$ cat src/rtl/pl_pkg.sv
// types and operation codes of the positional list engine
package pl_pkg;

  typedef logic [2:0]  func_t;
  typedef logic [4:0]  pos_t;
  typedef logic [31:0] word_t;

  localparam func_t FN_INS_FRONT = 3'd0;
  localparam func_t FN_EXT_FRONT = 3'd1;
  localparam func_t FN_INS_BACK  = 3'd2;
  localparam func_t FN_EXT_BACK  = 3'd3;
  localparam func_t FN_INS_AT    = 3'd4;
  localparam func_t FN_EXT_AT    = 3'd5;

  // broadcast command to every cell of the chain
  typedef struct packed {
    logic ins;
    logic ext;
  } cell_cmd_t;

endpackage

$ cat src/rtl/pl_req_if.sv
// request channel: operation, position and value
interface pl_req_if;
  import pl_pkg::*;

  logic  valid;
  logic  ready;
  func_t func;
  pos_t  position;
  word_t value_in;

  modport source (output valid, func, position, value_in, input ready);
  modport sink   (input valid, func, position, value_in, output ready);
endinterface

$ cat src/rtl/pl_rsp_if.sv
// response channel: status, extracted value and count
interface pl_rsp_if;
  import pl_pkg::*;

  logic  valid;
  logic  ready;
  logic  ok;
  word_t value_out;
  pos_t  count;

  modport source (output valid, ok, value_out, count, input ready);
  modport sink   (input valid, ok, value_out, count, output ready);
endinterface

$ cat src/rtl/pl_cell.sv
// one list cell: holds one entry and shifts toward either neighbor
module pl_cell #(
  parameter int IDX_W = 4,
  parameter int INDEX = 0,
  parameter int WIDTH = 32
) (
  input  logic                 clk,
  input  pl_pkg::cell_cmd_t    cmd,
  input  logic [IDX_W-1:0]     idx,
  input  logic [WIDTH-1:0]     value,
  input  logic [WIDTH-1:0]     left,
  input  logic [WIDTH-1:0]     right,
  output logic [WIDTH-1:0]     data
);
  import pl_pkg::*;

  localparam logic [IDX_W-1:0] MY_IDX = IDX_W'(INDEX);

  logic [WIDTH-1:0] data_next;

  always_comb begin
    data_next = data;
    if (cmd.ins) begin
      if (MY_IDX == idx) begin
        data_next = value;
      end else if (MY_IDX > idx) begin
        data_next = left;
      end
    end else if (cmd.ext) begin
      if (MY_IDX >= idx) begin
        data_next = right;
      end
    end
  end

  always_ff @(posedge clk) begin
    data <= data_next;
  end
endmodule

$ cat src/rtl/positional_list_engine.sv
// top level of the positional list engine
//
// bounded ordered list of up to DEPTH entries of WIDTH bits, position 1 at
// the head. one request transaction on req carries func, position and
// value_in; each one yields exactly one response transaction on rsp with
// ok, value_out (extracted entry, else zero) and count after the operation.
//
// every operation, positional ones included, updates the list at once: the
// entries sit in a chain of cells, and every cell from the position onward
// shifts by one place or takes the new value in the same clock. the response
// is registered, and a new request is taken every cycle while rsp keeps up.
//
// receiver stall: the response register holds its transaction and req.ready
// drops until rsp.ready returns; no request is lost or reordered.
//
// reset (rst, synchronous) empties the list, drops rsp.valid and holds
// req.ready low; entry contents are left as they are since no read can
// reach past the count.
module positional_list_engine #(
  parameter int DEPTH = 16,
  parameter int WIDTH = 32
) (
  input logic      clk,
  input logic      rst,
  pl_req_if.sink   req,
  pl_rsp_if.source rsp
);
  import pl_pkg::*;

  localparam int IW   = (DEPTH > 1) ? $clog2(DEPTH) : 1;
  localparam int CW   = $clog2(DEPTH + 1);
  // compare width: wide enough for count, position and count plus one
  localparam int CMPW = ((CW > 5) ? CW : 5) + 1;

  logic [CW-1:0]    held;
  logic [CW-1:0]    held_next;
  logic [WIDTH-1:0] ent [DEPTH];

  logic             accept;
  logic             is_ins;
  logic             is_ext;
  logic [CMPW-1:0]  sel_pos;
  logic [CMPW-1:0]  sel_m1;
  logic [CMPW-1:0]  held_w;
  logic [CMPW-1:0]  pos_w;
  logic [CMPW-1:0]  hn_w;
  logic             ins_ok;
  logic             ext_ok;
  logic [IW-1:0]    idx;
  logic [63:0]      vin_w;
  logic [WIDTH-1:0] vin;
  logic [63:0]      got_w;
  cell_cmd_t        cmd;

  // a new request is taken whenever the response slot frees up, never in reset
  assign req.ready = !rst && (!rsp.valid || rsp.ready);
  assign accept    = req.valid && req.ready;

  assign held_w = CMPW'(held);
  assign pos_w  = CMPW'(req.position);

  // decode to an insert or extract at a one-based position
  always_comb begin
    is_ins  = 1'b0;
    is_ext  = 1'b0;
    sel_pos = '0;
    case (req.func)
      FN_INS_FRONT: begin
        is_ins  = 1'b1;
        sel_pos = CMPW'(1);
      end
      FN_EXT_FRONT: begin
        is_ext  = 1'b1;
        sel_pos = CMPW'(1);
      end
      FN_INS_BACK: begin
        is_ins  = 1'b1;
        sel_pos = held_w + CMPW'(1);
      end
      FN_EXT_BACK: begin
        is_ext  = 1'b1;
        sel_pos = held_w;
      end
      FN_INS_AT: begin
        is_ins  = 1'b1;
        sel_pos = pos_w;
      end
      FN_EXT_AT: begin
        is_ext  = 1'b1;
        sel_pos = pos_w;
      end
      default: begin
        // unused codes leave the list alone and report failure
        is_ins  = 1'b0;
        is_ext  = 1'b0;
      end
    endcase
  end

  // insert needs room and a position in 1..count+1
  assign ins_ok = is_ins && (held_w < CMPW'(DEPTH)) && (sel_pos != '0)
                  && (sel_pos <= held_w + CMPW'(1));
  // extract needs an entry and a position in 1..count
  assign ext_ok = is_ext && (held_w != '0) && (sel_pos != '0) && (sel_pos <= held_w);

  assign sel_m1 = sel_pos - CMPW'(1);
  assign idx    = sel_m1[IW-1:0];

  assign cmd.ins = accept && ins_ok;
  assign cmd.ext = accept && ext_ok;

  assign vin_w = 64'(req.value_in);
  assign vin   = vin_w[WIDTH-1:0];

  // chain of cells; each takes from its left neighbor on insert and from
  // its right neighbor on extract, the head takes the input value as its left and the tail folds back on itself
  for (genvar i = 0; i < DEPTH; i++) begin : g_cell
    logic [WIDTH-1:0] left;
    logic [WIDTH-1:0] right;
    if (i == 0) begin : g_head
      assign left = vin;
    end else begin : g_mid_l
      assign left = ent[i-1];
    end
    if (i == DEPTH - 1) begin : g_tail
      assign right = ent[i];
    end else begin : g_mid_r
      assign right = ent[i+1];
    end
    pl_cell #(
      .IDX_W (IW),
      .INDEX (i),
      .WIDTH (WIDTH)
    ) u_cell (
      .clk   (clk),
      .cmd   (cmd),
      .idx   (idx),
      .value (vin),
      .left  (left),
      .right (right),
      .data  (ent[i])
    );
  end

  // entry read for the extracted value, zero-extended or cut to 32 bits
  assign got_w = 64'(ent[idx]);

  always_comb begin
    held_next = held;
    if (ins_ok) begin
      held_next = held + CW'(1);
    end else if (ext_ok) begin
      held_next = held - CW'(1);
    end
  end

  assign hn_w = CMPW'(held_next);

  always_ff @(posedge clk) begin
    if (rst) begin
      held      <= '0;
      rsp.valid <= 1'b0;
    end else begin
      if (accept) begin
        held      <= held_next;
        rsp.valid <= 1'b1;
      end else if (rsp.ready) begin
        rsp.valid <= 1'b0;
      end
    end
  end

  // response payload
  always_ff @(posedge clk) begin
    if (accept) begin
      rsp.ok        <= ins_ok || ext_ok;
      rsp.value_out <= ext_ok ? got_w[31:0] : '0;
      rsp.count     <= hn_w[4:0];
    end
  end
endmodule

$ cat src/flat_wrapper.sv
// flat-port wrapper written by rule: the top's interface ports become plain ports
module positional_list_engine_flat import pl_pkg::*;
#(
  parameter int DEPTH = 16,
  parameter int WIDTH = 32
)
  (clk, rst, req_valid, req_func, req_position, req_value_in, req_ready, rsp_valid, rsp_ok, rsp_value_out, rsp_count, rsp_ready);
  pl_req_if req_i ();
  pl_rsp_if rsp_i ();
  input logic clk;
  input logic rst;
  input wire logic [$bits(req_i.valid)-1:0] req_valid;
  input wire logic [$bits(req_i.func)-1:0] req_func;
  input wire logic [$bits(req_i.position)-1:0] req_position;
  input wire logic [$bits(req_i.value_in)-1:0] req_value_in;
  output wire logic [$bits(req_i.ready)-1:0] req_ready;
  output wire logic [$bits(rsp_i.valid)-1:0] rsp_valid;
  output wire logic [$bits(rsp_i.ok)-1:0] rsp_ok;
  output wire logic [$bits(rsp_i.value_out)-1:0] rsp_value_out;
  output wire logic [$bits(rsp_i.count)-1:0] rsp_count;
  input wire logic [$bits(rsp_i.ready)-1:0] rsp_ready;
  assign req_i.valid = req_valid;
  assign req_i.func = req_func;
  assign req_i.position = req_position;
  assign req_i.value_in = req_value_in;
  assign req_ready = req_i.ready;
  assign rsp_valid = rsp_i.valid;
  assign rsp_ok = rsp_i.ok;
  assign rsp_value_out = rsp_i.value_out;
  assign rsp_count = rsp_i.count;
  assign rsp_i.ready = rsp_ready;
  positional_list_engine #(.DEPTH(DEPTH), .WIDTH(WIDTH)) u_core (.clk(clk), .rst(rst), .req(req_i), .rsp(rsp_i));
endmodule
$ cat config.mk
export PLATFORM = sky130hd
export DESIGN_NAME = positional_list_engine_flat
export DESIGN_NICKNAME = d
export VERILOG_FILES = /design/src/rtl/pl_pkg.sv /design/src/rtl/pl_req_if.sv /design/src/rtl/pl_rsp_if.sv /design/src/rtl/pl_cell.sv /design/src/rtl/positional_list_engine.sv /design/src/flat_wrapper.sv
export SDC_FILE = /design/constraint.sdc
export NUM_CORES = 1
export LEC_CHECK = 0
export BUFFER_PORTS_ARGS = -buffer_cell sky130_fd_sc_hd__buf_2
export CORE_AREA = 8 8 249 251
export DETAILED_ROUTE_END_ITERATION = 16
export DIE_AREA = 0 0 257 259
export PLACE_DENSITY = 0.71
export SYNTH_ARGS = -nofsm -noshare
export SYNTH_HDL_FRONTEND = slang
export SYNTH_SLANG_ARGS = --single-unit
$ cat constraint.sdc
create_clock -name clk -period 13.7 [get_ports clk]
set_input_delay 1.37 -clock clk [delete_from_list [all_inputs] [get_ports clk]]
set_output_delay 1.37 -clock clk [all_outputs]
set_load 0.01 [all_outputs]
## After elaboration in Yosys (flattened, before gate mapping)

Index checks and enable logic that the tools add are counted.

| storage, ports and cells | value |
|---|---|
| input bits | 44 |
| memories kept | 0 |
| memory bits (read-only) | 0 |
| RAM bits | 0 |
| bits in latches | 0 |
| flip-flop bits (word level) | 556 |
| output and inout port bits | 40 |
| word-level logic and storage cells | 239 |

| cells by class | value |
|---|---|
| multiplexer cells | 87 |
| equality and inequality tests | 35 |
| bitwise logic cells | 1 |
| div/mod/pow operators | 0 |
| shifts and indexed selects | 0 |
| multipliers | 0 |
| $add $sub $neg | 4 |
| $lt $le $gt $ge | 35 |
| reduce and logical (&&, ||, !) cells | 56 |

Operators with widths:

| operator | count |
|---|---|
| 2-to-1 mux 32 bit | 79 |
| binary-select mux 32 bit (select 4 bit) | 1 |
| inequality test 3 bit (second input constant) | 15 |
| AND reduction 3 bit | 15 |
| nonzero test 2 bit | 18 |
| == test 4 bit (first input constant) | 8 |
| greater-than comparator 4 bit (first input constant) | 8 |
| greater-or-equal comparator 4 bit (first input constant) | 7 |
| case mux 6 bit (4 select lines) | 1 |
| == test 3 x 4 -> 1 bit (first input constant) | 4 |
| greater-or-equal comparator 3 x 4 -> 1 bit (first input constant) | 4 |
| greater-than comparator 3 x 4 -> 1 bit (first input constant) | 4 |
| nonzero test 6 bit | 2 |
| logical AND 1 bit | 10 |
| 2-to-1 mux 5 bit | 2 |
| == test 2 x 4 -> 1 bit (first input constant) | 2 |
| greater-or-equal comparator 1 x 4 -> 1 bit (first input constant) | 2 |
| greater-or-equal comparator 2 x 4 -> 1 bit (first input constant) | 2 |
| greater-than comparator 1 x 4 -> 1 bit (first input constant) | 2 |
| greater-than comparator 2 x 4 -> 1 bit (first input constant) | 2 |
| adder 5 x 1 -> 6 bit (second input constant) | 1 |
| == test 3 x 2 -> 1 bit (second input constant) | 2 |
| == test 3 bit (second input constant) | 2 |
| <= comparator 6 x 5 -> 1 bit | 1 |
| other kinds (17) | 24 |

## Depth between registers and ports, before layout

| depth | value |
|---|---|
| depth after elaboration | 9 |
| gate-level depth with buffers | 18 |
| mapped depth without buffers | 14 |

## Modules after synthesis

A second synthesis with hierarchy kept.

| unflattened totals | value |
|---|---|
| cell total of the unflattened synthesis | 2716 |
| area, all modules | 33169.3 sq um |

Modules (own cells, without submodules):

| module | cells each | sequential area each (sq um) | instances | area an instance (sq um) |
|---|---|---|---|---|
| positional_list_engine | 452 | 1261.2 | 1 | 6398.6 |
| pl_cell at u_core.g_cell[4].u_cell | 142 | 960.9 | 1 | 1695.4 |
| pl_cell at u_core.g_cell[8].u_cell | 143 | 960.9 | 1 | 1695.4 |
| pl_cell at u_core.g_cell[10].u_cell | 143 | 960.9 | 1 | 1689.1 |
| pl_cell at u_core.g_cell[12].u_cell | 142 | 960.9 | 1 | 1687.9 |
| pl_cell at u_core.g_cell[9].u_cell | 142 | 960.9 | 1 | 1685.4 |
| pl_cell at u_core.g_cell[6].u_cell | 142 | 960.9 | 1 | 1684.1 |
| pl_cell at u_core.g_cell[5].u_cell | 142 | 960.9 | 1 | 1682.9 |
| pl_cell at u_core.g_cell[2].u_cell | 141 | 960.9 | 1 | 1669.1 |
| pl_cell at u_core.g_cell[7].u_cell | 141 | 960.9 | 1 | 1667.8 |
| pl_cell at u_core.g_cell[1].u_cell | 141 | 960.9 | 1 | 1666.6 |
| pl_cell at u_core.g_cell[3].u_cell | 142 | 960.9 | 1 | 1665.3 |
| pl_cell at u_core.g_cell[14].u_cell | 141 | 960.9 | 1 | 1661.6 |
| pl_cell at u_core.g_cell[13].u_cell | 141 | 960.9 | 1 | 1659.1 |
| 3 more rows | n/a | n/a | n/a | n/a |

## Least setup slack after synthesis

No wires, ideal clock.

| timing | value |
|---|---|
| path type | input to register |
| start | input port req_func[0] |
| end | register u_core.g_cell[8].u_cell.data[0] (enable) |
| data required time | 13268 ps |
| arrival time | 5718 ps |
| path buffers | 8 |
| setup slack | 7551 ps |
| stages on the path | 14 |
| path through | buf_2 > xor2_1 > a22o_1 > buf_2 > buf_2 > buf_2 > ha_1 > clkbuf_1 > xnor2_1 > buf_2 > buf_4 > buf_4 > nand2_1 > a21oi_1 |

| on the way | value |
|---|---|
| word-level cells in the longest chain between the ends | 9 |

RTL lines:

| element | RTL line | source |
|---|---|---|
| start: declaration | flat_wrapper.sv:13 | `input wire logic [$bits(req_i.func)-1:0] req_func;` |
| branches (longest 8 deep; another with subtractor 4 x 1 -> 4 bit) | n/a |  |
| AND reduction 3 bit (no line) * | n/a |  |
| end signal: assignment | pl_cell.sv:37 | `data <= data_next;` |
| end: declaration | pl_cell.sv:13 | `output logic [WIDTH-1:0] data` |

Every way passes the cells marked *.
A chain may end at the register's enable or synchronous reset.

## Worst setup path in the final report

| timing | value |
|---|---|
| start | input port req_func[0] |
| end | register u_core.g_cell[13].u_cell.data[17], data pin |

| on the way | value |
|---|---|
| word-level cells in the longest chain between the ends | 8 |

RTL lines:

| element | RTL line | source |
|---|---|---|
| branches (longest 7 deep; another with subtractor 4 x 1 -> 4 bit) | n/a |  |
| 2-to-1 mux 32 bit * | pl_cell.sv:23 | `if (cmd.ins) begin` |
| named net u_core.g_cell[13].u_cell.data_next[17] | pl_cell.sv:19 | `logic [WIDTH-1:0] data_next;` |
| end signal: assignment | pl_cell.sv:37 |  |
| end: declaration | pl_cell.sv:13 |  |

Mark *: on every way through the listed nets, which the timed path passes.

==> flow_metrics.py <==
metrics = {
    "status": {
        "outcome": "finished clean",
    },
    "logic_synthesis": {
        "yosys_warnings": 0,
        "postSynth.asyncResetShare": 0,
        "synth_top_area_cell": "edfxtp_1",
        "syn_inst": 2861,
        "yosysTopAreaCellShare": 0.522,
        "syn_nets": 2922,
        "synth_seq_area_share": 0.526,
        "netlist_area_um2": 31600,
        "avgSynthCellArea_um2": 11.1,
        "ys_ff_latch": 556,
        "synth_edf_count": 550,
        "synth_flop_cell": "edfxtp_1",
        "synthDistinctLibCells": 58,
        "ys_top_cells_by_area": "edfxtp_1 52%, mux4_2 9.1%, mux2i_1 8.1%",
    },
    "timing": {
        "worst_pin_slew_ps": 1240,
        "drv_slew": 0,
        "finalCriticalPeriod_ps": 7800,
        "relSlewSlack": 0.175,
        "rsz0062_at_grt": "false",
        "period_share": 0.569,
        "fmax_mhz": 128,
        "hold_violations": 0,
        "final.setup_skew_ps": 17.6,
        "setup_tns_ps": 0,
        "setup_viol": 0,
    },
    "global_route": {
        "antenna_found_initial": 6,
        "grt_max_degree": 278,
        "met1_usage": 0.374,
        "grt_pass1_vias": 23500,
        "busiest_layer": "met2",
        "grtUsageTotal": 0.278,
        "met2_usage": 0.443,
        "grt_pass1_wl_um": 145000,
        "grt-ovfl-total": 0,
        "grtUsageMet3": 0.0619,
    },
    "drt": {
        "first_pass_iters": 8,
        "wl_um": 95100,
        "wire_per_inst_um": 26.4,
        "drt_iter0_markers": 3412,
        "drc_errors": 0,
        "antenna_left": 0,
        "dr_total_vias": 24200,
        "avgViaCountPerCell": 6.70,
    },
    "setup_path": {
        "reg2reg_depth": 13,
        "critPathMostFrequentCell": "buf_4",
        "cp_max_fo": 100,
        "cp-end-kind": "flip-flop",
        "worstReg2RegStart": "u_core.held[0]",
        "ff2ff_setup_slack_ps": 6340,
        "cp-start-kind": "input pin",
        "arrival_ps": 8250,
        "cp_slowest_stage_delay_ps": 820,
        "critical_path.cell_chain": "buf_2, xor2_1, a22o_4, buf_12, ha_1, nand3_1, or4_1, o21ai_1, nand3_4, inv_8, buf_4, buf_4, nand2_1, o211ai_1",
        "crit_slowest_cell": "inv_8",
        "critPathKind": "in2reg",
        "worstPathRequired_ps": 14150,
        "r2r-end": "u_core.g_cell[13].u_cell.data[17]",
    },
    "worst_hold_path": {
        "hp-class": "reg2reg",
        "hold_end": "u_core.g_cell[14].u_cell.data[1]",
        "hold_start": "u_core.g_cell[15].u_cell.data[1]",
        "min_path_cells": 2,
    },
    "pwr": {
        "pwr-share-seq": 0.465,
        "power.share.combinational": 0.151,
        "p_int_mw": 3.07,
        "switching_share": 0.268,
        "clock_power_share": 0.384,
        "p_sw_mw": 1.12,
        "p_leak_nw": 12.3,
        "finalPower_mw": 4.19,
        "power_density_nw_per_um2": 122,
        "peakVddDrop_v": 0.000115,
    },
    "floorplanning": {
        "initial_core_util": 0.543,
        "die_area_um2": 66600,
        "rows": 89,
        "ios": 84,
        "dieHeight_um": 259,
        "die_w_um": 257,
        "coreArea_um2": 58200,
    },
    "cells_and_area": {
        "syn_to_final_growth_pct": 8.16,
        "drive_gt1_frac": 0.153,
        "final_cell_mix": "559 x nand2_1, 550 x edfxtp_1, 326 x a21oi_1",
        "mostFrequentLayoutCell": "nand2_1",
        "nets": 2846,
    },
    "cts": {
        "numCtsBuffers": 60,
        "holdBufCountCts": 0,
        "cts_tree": "yes",
        "clk_path_buf_depth": 3,
        "cts.clk_slew.worst_paths_ps": 60,
        "cts_setup_buffers": 0,
        "ctsHtreeMaxLevel": 2,
        "clk_latency_ps": 640,
        "ctsResizeCount": 0,
        "clock-sinks": 556,
        "cts_root_buffer": "clkbuf_16",
    },
    "placed_design": {
        "io_buffers": 83,
        "dp_hpwl_um": 52900,
        "globalplace.congestion": 0.840,
    },
    "flow_run": {
        "max-cap-violations": 0,
    },
}
## sequential cells by signal, indices dropped and copies added (netlist names)
register                   cells
u_core.g_cell.u_cell.data    512
u_core.rsp.ok                  1
u_core.rsp.valid               1
u_core.held                    5
u_core.rsp.count               5
u_core.rsp.value_out          32
## how the worst max path moves through the flow
stage	from	cells past startpoint	slack [ps]	to
after floorplan	req_func[0]	14	7550	u_core.g_cell[8].u_cell.data[0]
after global placement	req_func[0]	14	5550	u_core.g_cell[1].u_cell.data[13]
after detailed placement	req_func[0]	14	5370	u_core.g_cell[13].u_cell.data[17]
after CTS	req_func[0]	14	6040	u_core.g_cell[13].u_cell.data[17]
after global routing	req_func[0]	14	5430	u_core.g_cell[13].u_cell.data[13]
final	req_func[0]	14	5900	u_core.g_cell[13].u_cell.data[17]
## power groups by stage
stage	Sequential, mW	Clock [mW]	Combinational [mW]
6_report	1.95	1.61	0.632
5_1_grt	1.95	1.68	0.672
3_3_place_gp	1.98	0	0.610
3_5_place_dp	1.98	0	0.622
4_1_cts	1.95	1.63	0.624
2_1_floorplan	1.98	0	0.452
## cell type report
type / count / area, µm²
multi-input cells: 2021 / 13800
fillers: 4649 / 24000
diodes: 4 / 10.0
clock buffers: 70 / 1580
flip-flops and latches: 556 / 16600
inverters: 17 / 71.3
well taps: 773 / 967
clock inverters: 38 / 318
repair buffers: 129 / 786
## through the flow
stage	cell area, µm²	cells	hold WS (ps)	utilization	setup WS [ps]
global route	34200	3605	579	0.587	5430
floorplan	31600	2861	517	-	7550
detailed placement	32300	3496	551	0.555	5370
finish	34200	3608	557	0.588	5900
CTS	34200	3604	561	0.587	6040
global placement	32300	3496	534	0.555	5550
## critical path: cells and delay by family
family	cells	cell delay [ps]
AOI/OAI and AO/OA	3	1370
xor gates and xnor gates	1	220
adders and majority gates	1	220
buffers and inverters	5	3310
and+or+nand+nor	4	1480
## metal layers
metal,share of wire,wire (µm),vias to the layer above
met5,0.00014,13,-
met1,0.39,36700,11900
met3,0.11,10600,242
met2,0.47,44400,1586
li1,-,-,10500
met4,0.035,3350,2
## cells by family after synthesis
kind of cell / count (synthesis) / share of synthesized area
adders and majority gates: 17 / 0.00672
DFF: 556 / 0.526
AOI/OAI and AO/OA: 680 / 0.120
muxes: 418 / 0.184
buffers and inverters: 284 / 0.0431
and+or+nand+nor: 894 / 0.115
xor gates and xnor gates: 12 / 0.00463
## synthesized netlist by cell type, drive strengths merged, types with 10 or more instances
cell,n
nand2,561
edfxtp,550
a21oi,331
mux2i,256
o21ai,200
nor2,184
buf,147
mux4,128
clkbuf,120
nand3,114
o211ai,98
mux2,34
o22ai,33
ha,17
inv,17
xnor2,10
Note: power is estimated with default switching activity, not from simulation.
